[src/hw/rtl/fat16rd_pkg.sv]
// ============================================================================
// fat16rd_pkg
// Shared types and constants for the FAT16 file read sequencer.
// ============================================================================
package fat16rd_pkg;

    // Request modes
    localparam logic [1:0] MODE_REWIND = 2'd0;
    localparam logic [1:0] MODE_BYTE   = 2'd1;
    localparam logic [1:0] MODE_SECTOR = 2'd2;
    localparam logic [1:0] MODE_FAT    = 2'd3;

    // Result kinds
    localparam logic [2:0] KIND_BYTE   = 3'd0;
    localparam logic [2:0] KIND_SECTOR = 3'd1;
    localparam logic [2:0] KIND_FAT    = 3'd2;
    localparam logic [2:0] KIND_EOF    = 3'd3;
    localparam logic [2:0] KIND_DONE   = 3'd4;
    localparam logic [2:0] KIND_REJECT = 3'd5;

    // Register indexes
    localparam logic [2:0] REG_FAT_START  = 3'd0;
    localparam logic [2:0] REG_DATA_START = 3'd1;
    localparam logic [2:0] REG_SECT_BYTES = 3'd2;
    localparam logic [2:0] REG_CLUS_SECTS = 3'd3;
    localparam logic [2:0] REG_FILE_SIZE  = 3'd4;
    localparam logic [2:0] REG_START_CLUS = 3'd5;

    localparam logic [15:0] CLUSTER_END = 16'hffff;

    typedef struct packed {
        logic [1:0]  mode;
        logic [15:0] fat_entry;
    } req_t;

    typedef struct packed {
        logic [2:0]  kind;
        logic [31:0] sector_address;
        logic [11:0] byte_offset;
        logic        fetch_needed;
        logic        last;
    } res_t;

    // Back-end sequencer states
    typedef enum logic [1:0] {
        ST_IDLE,
        ST_DIV,
        ST_EMIT
    } seq_state_t;

endpackage

[src/hw/rtl/fat16rd_front.sv]
// ============================================================================
// fat16rd_front
// Front end: two-entry request queue that takes requests from the input side.
// ============================================================================
module fat16rd_front
(
    input  logic                clk,
    input  logic                rst_n,
    input  logic                push,
    output logic                full,
    input  fat16rd_pkg::req_t   req,
    output logic                q_valid,
    output fat16rd_pkg::req_t   q_req,
    input  logic                q_take
);
    import fat16rd_pkg::*;

    req_t       slot_reg [2];
    logic       wr_ptr_reg, rd_ptr_reg;
    logic [1:0] count_reg;
    logic       do_push;

    assign full    = (count_reg == 2'd2);
    assign do_push = push && !full;
    assign q_valid = (count_reg != 2'd0);
    assign q_req   = slot_reg[rd_ptr_reg];

    // Payload slots
    always_ff @(posedge clk)
    begin
        if (do_push)
        begin
            slot_reg[wr_ptr_reg] <= req;
        end
    end

    // Pointers and fill count
    always_ff @(posedge clk or negedge rst_n)
    begin
        if (!rst_n)
        begin
            wr_ptr_reg <= 1'b0;
            rd_ptr_reg <= 1'b0;
            count_reg  <= 2'd0;
        end
        else
        begin
            if (do_push)
            begin
                wr_ptr_reg <= ~wr_ptr_reg;
            end
            if (q_take && q_valid)
            begin
                rd_ptr_reg <= ~rd_ptr_reg;
            end
            count_reg <= count_reg + {1'b0, do_push} - {1'b0, q_take && q_valid};
        end
    end

endmodule

[src/hw/rtl/fat16rd_back.sv]
// ============================================================================
// fat16rd_back
// Back end: holds the file position, works each request and queues results.
// A restoring divider splits 2*cluster by the sector size on cluster ends.
// ============================================================================
module fat16rd_back
(
    input  logic                clk,
    input  logic                rst_n,
    input  logic                cfg_we,
    input  logic [2:0]          cfg_index,
    input  logic [31:0]         cfg_data,
    input  logic                q_valid,
    input  fat16rd_pkg::req_t   q_req,
    output logic                q_take,
    output logic                empty,
    input  logic                pop,
    output fat16rd_pkg::res_t   res
);
    import fat16rd_pkg::*;

    // Configuration
    logic [31:0] fat_start_reg, data_start_reg, file_size_reg;
    logic [12:0] sect_bytes_reg;
    logic [7:0]  clus_sects_reg;
    logic [15:0] start_clus_reg;

    // File state
    logic [15:0] cluster_reg, cluster_next;
    logic [7:0]  sic_reg, sic_next;
    logic [11:0] ois_reg, ois_next;
    logic [31:0] pos_reg, pos_next;
    logic [31:0] cache_reg, cache_next;
    logic        await_reg, await_next;

    // Sequencer
    seq_state_t  state_reg, state_next;
    logic [4:0]  div_cnt_reg, div_cnt_next;
    logic [16:0] quo_reg, quo_next;
    logic [12:0] rem_reg, rem_next;
    logic [31:0] dsec_reg, dsec_next;
    logic        div_start;

    // Details of the held first result across the divide
    logic        oq_kind_reg;
    logic [11:0] held_off_reg;
    logic        held_fetch_reg;

    // Output queue, two results deep
    res_t        oq_reg [2];
    logic        oq_wr_reg, oq_rd_reg;
    logic [1:0]  oq_cnt_reg;
    logic        w0, w1;
    res_t        r0, r1;

    logic [12:0] sb;
    logic [7:0]  cs;
    logic [31:0] dsec;
    logic [12:0] ois_inc;
    logic [7:0]  sic_inc;
    logic        wrap_sec, clus_end;
    logic [31:0] fs;
    logic [13:0] rem_sh;

    always_comb
    begin
        if (sect_bytes_reg < 13'd2)
            sb = 13'd2;
        else if (sect_bytes_reg > 13'd4096)
            sb = 13'd4096;
        else
            sb = sect_bytes_reg;
        cs = (clus_sects_reg == 8'd0) ? 8'd1 : clus_sects_reg;
    end

    // Configuration writes
    always_ff @(posedge clk or negedge rst_n)
    begin
        if (!rst_n)
        begin
            fat_start_reg  <= '0;
            data_start_reg <= '0;
            sect_bytes_reg <= 13'd512;
            clus_sects_reg <= 8'd1;
            file_size_reg  <= '0;
            start_clus_reg <= '0;
        end
        else if (cfg_we)
        begin
            case (cfg_index)
                REG_FAT_START:  fat_start_reg  <= cfg_data;
                REG_DATA_START: data_start_reg <= cfg_data;
                REG_SECT_BYTES: sect_bytes_reg <= cfg_data[12:0];
                REG_CLUS_SECTS: clus_sects_reg <= cfg_data[7:0];
                REG_FILE_SIZE:  file_size_reg  <= cfg_data;
                REG_START_CLUS: start_clus_reg <= cfg_data[15:0];
                default: ;
            endcase
        end
    end

    // Data sector address: one multiply on the cluster number
    assign dsec = data_start_reg + ({16'd0, cluster_reg} - 32'd2) * {24'd0, cs}
                + {24'd0, sic_reg};
    assign ois_inc  = {1'b0, ois_reg} + 13'd1;
    assign sic_inc  = sic_reg + 8'd1;
    assign rem_sh   = {rem_reg, quo_reg[16]};
    assign fs       = fat_start_reg + {15'd0, quo_reg};
    assign empty    = (oq_cnt_reg == 2'd0);
    assign res      = oq_reg[oq_rd_reg];

    // Next state
    always_comb
    begin
        state_next = state_reg;
        case (state_reg)
            ST_IDLE:
                if (div_start)
                    state_next = ST_DIV;
            ST_DIV:
                if (div_cnt_reg == 5'd16)
                    state_next = ST_EMIT;
            ST_EMIT:
                if (oq_cnt_reg == 2'd0)
                    state_next = ST_IDLE;
            default:
                state_next = ST_IDLE;
        endcase
    end

    // Request handling and outputs
    always_comb
    begin
        cluster_next = cluster_reg;
        sic_next     = sic_reg;
        ois_next     = ois_reg;
        pos_next     = pos_reg;
        cache_next   = cache_reg;
        await_next   = await_reg;
        div_cnt_next = div_cnt_reg;
        quo_next     = quo_reg;
        rem_next     = rem_reg;
        dsec_next    = dsec_reg;
        div_start    = 1'b0;
        q_take       = 1'b0;
        w0           = 1'b0;
        w1           = 1'b0;
        r0           = '0;
        r1           = '0;
        wrap_sec     = 1'b0;
        clus_end     = 1'b0;
        case (state_reg)
            ST_IDLE:
            begin
                // needs room for up to two results
                if (q_valid && oq_cnt_reg == 2'd0)
                begin
                    q_take  = 1'b1;
                    r0.last = 1'b1;
                    if (q_req.mode == MODE_REWIND)
                    begin
                        cluster_next = start_clus_reg;
                        sic_next = '0;
                        ois_next = '0;
                        pos_next = '0;
                        await_next = 1'b0;
                        r0.kind = KIND_DONE;
                        w0 = 1'b1;
                    end
                    else if (q_req.mode == MODE_FAT)
                    begin
                        w0 = 1'b1;
                        if (!await_reg)
                            r0.kind = KIND_REJECT;
                        else
                        begin
                            cluster_next = q_req.fat_entry;
                            await_next = 1'b0;
                            r0.kind = KIND_DONE;
                        end
                    end
                    else if (await_reg)
                    begin
                        r0.kind = KIND_REJECT;
                        w0 = 1'b1;
                    end
                    else if (pos_reg == file_size_reg || cluster_reg == CLUSTER_END)
                    begin
                        r0.kind = KIND_EOF;
                        w0 = 1'b1;
                    end
                    else
                    begin
                        r0.sector_address = dsec;
                        if (q_req.mode == MODE_BYTE)
                        begin
                            r0.kind = KIND_BYTE;
                            r0.byte_offset = ois_reg;
                            r0.fetch_needed = (cache_reg != dsec);
                            cache_next = dsec;
                            pos_next = pos_reg + 32'd1;
                            if (ois_inc >= sb)
                            begin
                                ois_next = '0;
                                wrap_sec = 1'b1;
                            end
                            else
                                ois_next = ois_inc[11:0];
                        end
                        else
                        begin
                            r0.kind = KIND_SECTOR;
                            r0.byte_offset = ois_reg;
                            r0.fetch_needed = 1'b1;
                            pos_next = pos_reg + {19'd0, sb};
                            wrap_sec = 1'b1;
                        end
                        if (wrap_sec)
                        begin
                            sic_next = sic_inc;
                            clus_end = (sic_inc == cs);
                        end
                        if (clus_end)
                        begin
                            // hold the first result until the FAT request is ready
                            sic_next  = '0;
                            await_next = 1'b1;
                            r0.last   = 1'b0;
                            dsec_next = dsec;
                            div_start = 1'b1;
                            div_cnt_next = '0;
                            quo_next  = {cluster_reg, 1'b0};
                            rem_next  = '0;
                            cache_next = (q_req.mode == MODE_BYTE) ? dsec : cache_reg;
                            w0 = 1'b0;
                        end
                        else
                            w0 = 1'b1;
                    end
                end
            end
            ST_DIV:
            begin
                // one quotient bit per cycle
                if ({1'b0, rem_sh} >= {2'b0, sb} || rem_sh[13])
                begin
                    rem_next = rem_sh[12:0] - sb;
                    quo_next = {quo_reg[15:0], 1'b1};
                end
                else
                begin
                    rem_next = rem_sh[12:0];
                    quo_next = {quo_reg[15:0], 1'b0};
                end
                div_cnt_next = div_cnt_reg + 5'd1;
            end
            ST_EMIT:
            begin
                if (oq_cnt_reg == 2'd0)
                begin
                    w0 = 1'b1;
                    w1 = 1'b1;
                    r0.kind = (oq_kind_reg == 1'b1) ? KIND_BYTE : KIND_SECTOR;
                    r0.sector_address = dsec_reg;
                    r0.byte_offset = (oq_kind_reg == 1'b1) ? held_off_reg : ois_reg;
                    r0.fetch_needed = (oq_kind_reg == 1'b1) ? held_fetch_reg : 1'b1;
                    r0.last = 1'b0;
                    r1.kind = KIND_FAT;
                    r1.sector_address = fs;
                    r1.byte_offset = rem_reg[11:0];
                    r1.fetch_needed = (cache_reg != fs);
                    r1.last = 1'b1;
                    cache_next = fs;
                end
            end
            default: ;
        endcase
    end

    always_ff @(posedge clk)
    begin
        if (div_start)
        begin
            oq_kind_reg    <= (q_req.mode == MODE_BYTE);
            held_off_reg   <= ois_reg;
            held_fetch_reg <= r0.fetch_needed;
        end
        div_cnt_reg <= div_cnt_next;
        quo_reg     <= quo_next;
        rem_reg     <= rem_next;
        dsec_reg    <= dsec_next;
        if (w0)
            oq_reg[oq_wr_reg] <= r0;
        if (w1)
            oq_reg[~oq_wr_reg] <= r1;
    end

    // Control state and file state
    always_ff @(posedge clk or negedge rst_n)
    begin
        if (!rst_n)
        begin
            state_reg   <= ST_IDLE;
            cluster_reg <= '0;
            sic_reg     <= '0;
            ois_reg     <= '0;
            pos_reg     <= '0;
            cache_reg   <= '0;
            await_reg   <= 1'b0;
            oq_wr_reg   <= 1'b0;
            oq_rd_reg   <= 1'b0;
            oq_cnt_reg  <= 2'd0;
        end
        else
        begin
            state_reg   <= state_next;
            cluster_reg <= cluster_next;
            sic_reg     <= sic_next;
            ois_reg     <= ois_next;
            pos_reg     <= pos_next;
            cache_reg   <= cache_next;
            await_reg   <= await_next;
            oq_wr_reg   <= oq_wr_reg ^ (w0 ^ w1);
            if (pop && !empty)
                oq_rd_reg <= ~oq_rd_reg;
            oq_cnt_reg  <= oq_cnt_reg + {1'b0, w0} + {1'b0, w1} - {1'b0, pop && !empty};
        end
    end

endmodule

[src/hw/rtl/fat16_file_read_sequencer.sv]
// ============================================================================
// fat16_file_read_sequencer
// Read position tracker for one FAT16 file, with queue-style ports.
// ============================================================================
//  channel   | handshake            | payload
//  ----------+----------------------+--------------------------------
//  request   | push / full          | req  (mode, fat_entry)
//  result    | empty / pop          | res  (kind, address, offset, ...)
//  config    | cfg_we               | cfg_index, cfg_data
//
// A request that ends within a cluster is answered from the idle state; one
// that ends a cluster also waits on the bit-serial divide of 2*cluster by the
// sector size. The back end starts a request only when its result queue is
// empty. Reset clears control and file state; the cache tag resets to zero.
module fat16_file_read_sequencer
(
    input  logic                clk,
    input  logic                rst_n,
    input  logic                push,
    output logic                full,
    input  fat16rd_pkg::req_t   req,
    output logic                empty,
    input  logic                pop,
    output fat16rd_pkg::res_t   res,
    input  logic                cfg_we,
    input  logic [2:0]          cfg_index,
    input  logic [31:0]         cfg_data
);
    import fat16rd_pkg::*;

    logic q_valid, q_take;
    req_t q_req;

    fat16rd_front u_front
    (
        .clk(clk), .rst_n(rst_n), .push(push), .full(full), .req(req),
        .q_valid(q_valid), .q_req(q_req), .q_take(q_take)
    );

    fat16rd_back u_back
    (
        .clk(clk), .rst_n(rst_n), .cfg_we(cfg_we), .cfg_index(cfg_index),
        .cfg_data(cfg_data), .q_valid(q_valid), .q_req(q_req), .q_take(q_take),
        .empty(empty), .pop(pop), .res(res)
    );

endmodule

[config.mk]
export PLATFORM = sky130hd
export DESIGN_NAME = fat16_file_read_sequencer
export DESIGN_NICKNAME = d
export VERILOG_FILES = /design/src/hw/rtl/fat16rd_pkg.sv /design/src/hw/rtl/fat16rd_front.sv /design/src/hw/rtl/fat16rd_back.sv /design/src/hw/rtl/fat16_file_read_sequencer.sv
export SDC_FILE = /design/constraint.sdc
export NUM_CORES = 1
export LEC_CHECK = 0
export BUFFER_PORTS_ARGS = -buffer_cell sky130_fd_sc_hd__buf_2
export CORE_ASPECT_RATIO = 1.5
export CORE_MARGIN = 2
export CORE_UTILIZATION = 30
export CTS_BUF_LIST = sky130_fd_sc_hd__clkbuf_4 sky130_fd_sc_hd__clkbuf_8
export CTS_CLUSTER_DIAMETER = 150
export DETAILED_ROUTE_END_ITERATION = 16
export RECOVER_POWER = 25
export SLEW_MARGIN = 20
export SYNTH_ARGS = -nofsm -noshare
export SYNTH_HDL_FRONTEND = slang
export SYNTH_HIERARCHICAL = 1
export SYNTH_SLANG_ARGS = --single-unit
[constraint.sdc]
create_clock -name clk -period 21.4 [get_ports clk]
set_clock_uncertainty 0.05 [all_clocks]
set_input_delay 6.42 -clock clk [delete_from_list [all_inputs] [get_ports clk]]
set_output_delay 6.42 -clock clk [all_outputs]
set_load 0.05 [all_outputs]
# [After elaboration in Yosys (flattened, before gate mapping)]
# Memories as Yosys holds them, arrays and structs flattened.
# Cells that the tools add are included.
# Widths: inputs -> output; s select.
[op_classes] n_addsub=15 n_mul=1 magnitude_cmp=4 eq_ne=29 n_mux=119 n_bitwise=10 reduce_logical=35
[op_table] op="$mux 32" count=12
[op_table] op="$mux 46" count=4
[op_table] op="$mux 49" count=3
[op_table] op="$mux 13" count=9
[op_table] op="$mux 17" count=6
[op_table] op="$pmux 49 s2" count=1
[op_table] op="$mux 12" count=7
[op_table] op="$ne 32x32->1" count=2
[op_table] op="$pmux 32 s2" count=1
[op_table] op="$mux 8" count=7
[op_table] op="$mux 16" count=3
[op_table] op="$mux 48" count=1
[op_table] op="$mux 1" count=47
[op_table] op="$pmux 17 s2" count=1
[op_table] op="$add 32x1->32 const B" count=1
[op_table] op="$add 32x13->32" count=1
[op_table] op="$add 32x17->32" count=1
[op_table] op="$add 32x32->32" count=1
[op_table] op="$add 32x8->32" count=1
[op_table] op="$eq 32x32->1" count=1
[op_table] op="$mul 32x8->32" count=1
[op_table] op="$mux 5" count=6
[op_table] op="$pmux 13 s2" count=1
[op_table] op="$sub 16x2->17 const B" count=1
[op_table] op="42 further kinds" count=94
[totals] register_bits=325 ram_bits=134 out_inout_bits=51 wordCells=241 mem_count=2
[memory_table] name="u_back.oq_reg" words=2 word_bits=49 rd=1 rd_clocked_by_memory_dff=0 wr=2 line="fat16rd_back.sv:50" rtl="res_t oq_reg [2];"
[memory_table] name="u_front.slot_reg" words=2 word_bits=18 rd=1 rd_clocked_by_memory_dff=0 wr=1 line="fat16rd_front.sv:18" rtl="req_t slot_reg [2];"

# [Depth between registers and ports, before layout]
[depth] word_depth=29 depth_mapped=40

# [Hierarchy]
# Netlist, hierarchy kept.
[by_module_without_submodules] mod="fat16rd_back" instances=1 cells_each=2960 area_per_inst_um2=30118.9 seq_area_each_um2=11343.4
[by_module_without_submodules] mod="fat16rd_front" instances=1 cells_each=74 area_per_inst_um2=1545.2 seq_area_each_um2=1181.1

# [Worst setup path after synthesis]
# No wires, ideal clock.
[synth_path] path_kind="reg2reg" start="reg u_back.cluster_reg[3]" end="mem u_back/oq_reg[0][1] (netlist bit) (data pin)" setup_ns=0.271 t_arrival_ns=8.830 required_ns=21.079 path_slack_ns=12.249 path_stages_with_launch=40 synth_period_minus_slack_ns=9.151 path_cell_list="dfrtp_1 clkbuf_1 nor4_1 nand2_1 nor3_1 xor2_1 nand2_1 fa_1 inv_1 fa_1 fa_1 inv_1 fa_1 inv_1 ha_1 o21a_1 o21ai_0 o32ai_1 [4 not listed] a21oi_1 nor2_1 nor2_1 xnor2_1 ha_1 ha_1 clkbuf_1 nand2_1 nor4_1 nand4_1 o211ai_1 o21ai_0 a32o_1 a2111oi_0 and4_1 nand4_1 a21oi_1 o22ai_1"
[synth_lines] item="start: declaration" line="fat16rd_back.sv:29" rtl="logic [15:0] cluster_reg, cluster_next;"
[synth_lines] item="start signal: assignment" line="fat16rd_back.sv:317" rtl="cluster_reg <= cluster_next;"
[synth_lines] item="end: declaration" line="fat16rd_back.sv:50"

==> metrics <==
status=complete, but fails checks; failing checks=max-capacitance violations, max-slew violations; hold depth=1; routability cong.=0.986; worst r2r src=u_back/cluster_reg[3]; Die Span Y=402 um; Synth cell types=91; Synth area leaders=edfxtp_1, dfrtp_1, fa_1; routing usage on met3=0.0241; Max Cap Violations=11; total core area=105000 um2; number of global-route vias before repair=23700; vias per inst=5.13; hold wc startpoint=u_back/oq_rd_reg; Worst R2R End=u_back/oq_reg[0][1]; synthesized area per cell=10.4 um2; Setup CP Type=reg -> reg; GR peak layer=met2; final setup vio count=0; final worst-path cycle share=0.528; CP top delay family=compound AO/OA/AOI/OAI gates; critical path startpoint category=register; # port buffers=108; met1 Resource Use GR=0.200; #FFs+latches synth=459; post-layout util=0.335; Die ar.=108000 um2; GRT Total Usage=0.178; Final ANT Viol Nets=0; CP bufs+invs=4; cell taking the most area after synthesis=edfxtp_1; register-to-register setup slack=10.11 ns; met2 Use GR=0.317; drt initial violations=1583; Worst Tran Pin Value=2.81 ns; clk slew on worst S/H paths=0.07 ns; Routed WL=97.8 mm; Reg2Reg Depth=37; Seq/Total Area, Yosys=0.396; initial antenna violation count=6; Synth async-reset ratio=0.532; max-slew violations=365; fin cells=4564; share of the synthesized area in the top cell type=0.200; Slew HR=-0.876; Fmax=88.6 MHz; drt pass-1 iters=5; hold endpoint=u_back/oq_rd_reg; Crit-path slowest cell=o211ai_1; Hold Buf Count CTS=0; postcts setup bufs=0; setup TNS=0 ns; pre-CTS setup slack=10.28 ns; first-pass GRT wire length=147 mm; Ports=109; Most used DFF post-synth=dfrtp_1; Final Hold Fails=0; # DRC=0; Mapped Cells=3034; EDFF count, synth=211; clk_lat worst skew=0.75 ns; number of synthesis warnings=6; DP HPWL=77.0 mm; Max stage delay on crit path=0.81 ns; Worst EP required=21.76 ns; worst path arrival time=11.65 ns; Largest register FFs=98; total gr overflow=0; minimum clock period=11.29 ns; CTS root buffer=clkbuf_8; CTS Sinks=459; wire per inst=21.4 um; Syn Nets=3385; CTS tree=built; RSZ-0062 raised after global routing=false; crit-path max FO=8; pin count of the biggest net entering global routing=74; starting density of the core=0.301; Syn-to-layout area delta=11.3%; Cell Area, Synth=31700 um2; placed instance count=4433; vias=23400; H-tree depth=3; maximum clock path buffer count=3; die width=269 um; final net count=3451; post-route worst setup slack=10.11 ns; layout cells sized above 1=0.158; post-cts resize count=0; number of buffers created by CTS=71; Worst Hold Class=reg -> reg; Row Count=146; Crit. path cell count=37; crit end category=register
layer usage:
layer | wire length (um) | vias to the layer above
li1 | - | 10900
met4 | 6730 | 2
met5 | 13 | -
met1 | 38100 | 11700
met2 | 49100 | 634
met3 | 3870 | 204
cell families after synthesis:
logic type	share of synthesized area
simple gates	0.123
compound gates	0.133
buf+inv	0.0461
fa+ha+maj	0.144
mux	0.0890
flops	0.396
xor+xnor	0.0692
cells in the mapped netlist, drive strengths merged (48+ instances only):
master    n
ha      172
nand2   207
a21oi   134
edfxtp  211
clkbuf  127
a22o     68
mux2    214
xnor2   160
a21o     48
xor2     78
nand3    56
nor2    177
fa      121
and2     85
o21ai   127
o22ai    63
nor3     49
dfrtp   242
inv     234
layout make-up:
| type | instances | area, um2 |
|---|---|---|
| clock buffers | 105 | 1310 |
| clock inverters | 25 | 310 |
| flip-flops and latches | 459 | 12500 |
| well taps | 1406 | 1760 |
| multi-input cells | 2193 | 17700 |
| fillers | 10800 | 70000 |
| diodes | 1 | 2.50 |
| repair buffers | 140 | 749 |
| inverters | 235 | 882 |
worst max path at each step:
stage | startpoint | slack (ns) | endpoint
after floorplan | u_back/cluster_reg[3] | 12.25 | u_back/oq_reg[0][1]
after global placement | u_back/cluster_reg[3] | 10.26 | u_back/oq_reg[0][1]
after detailed placement | u_back/cluster_reg[3] | 10.28 | u_back/oq_reg[0][1]
after CTS | u_back/cluster_reg[3] | 10.25 | u_back/oq_reg[0][1]
after global routing | u_back/cluster_reg[3] | 9.14 | u_back/oq_reg[0][1]
final | u_back/cluster_reg[3] | 10.11 | u_back/oq_reg[0][1]
layout by cell type (no fill, tap or decap), drive strengths merged, types with 127 or more instances in the layout:
cell type,count
mux2,214
nand2,207
dfrtp,242
xnor2,160
a21oi,134
edfxtp,211
buf,129
ha,172
o21ai,127
inv,240
nor2,177
stage by stage:
stage | hold WS [ns] | cell area [um2]
2_1_floorplan | 0.388 | 31700
3_3_place_gp | 0.399 | 33700
3_5_place_dp | 0.406 | 33700
4_1_cts | 0.415 | 35300
5_1_grt | 0.431 | 35300
6_report | 0.415 | 35300
Power is left out: the tool's default activity adds up to more than one toggle a clock period on the data nets, which glitch-free logic cannot reach.
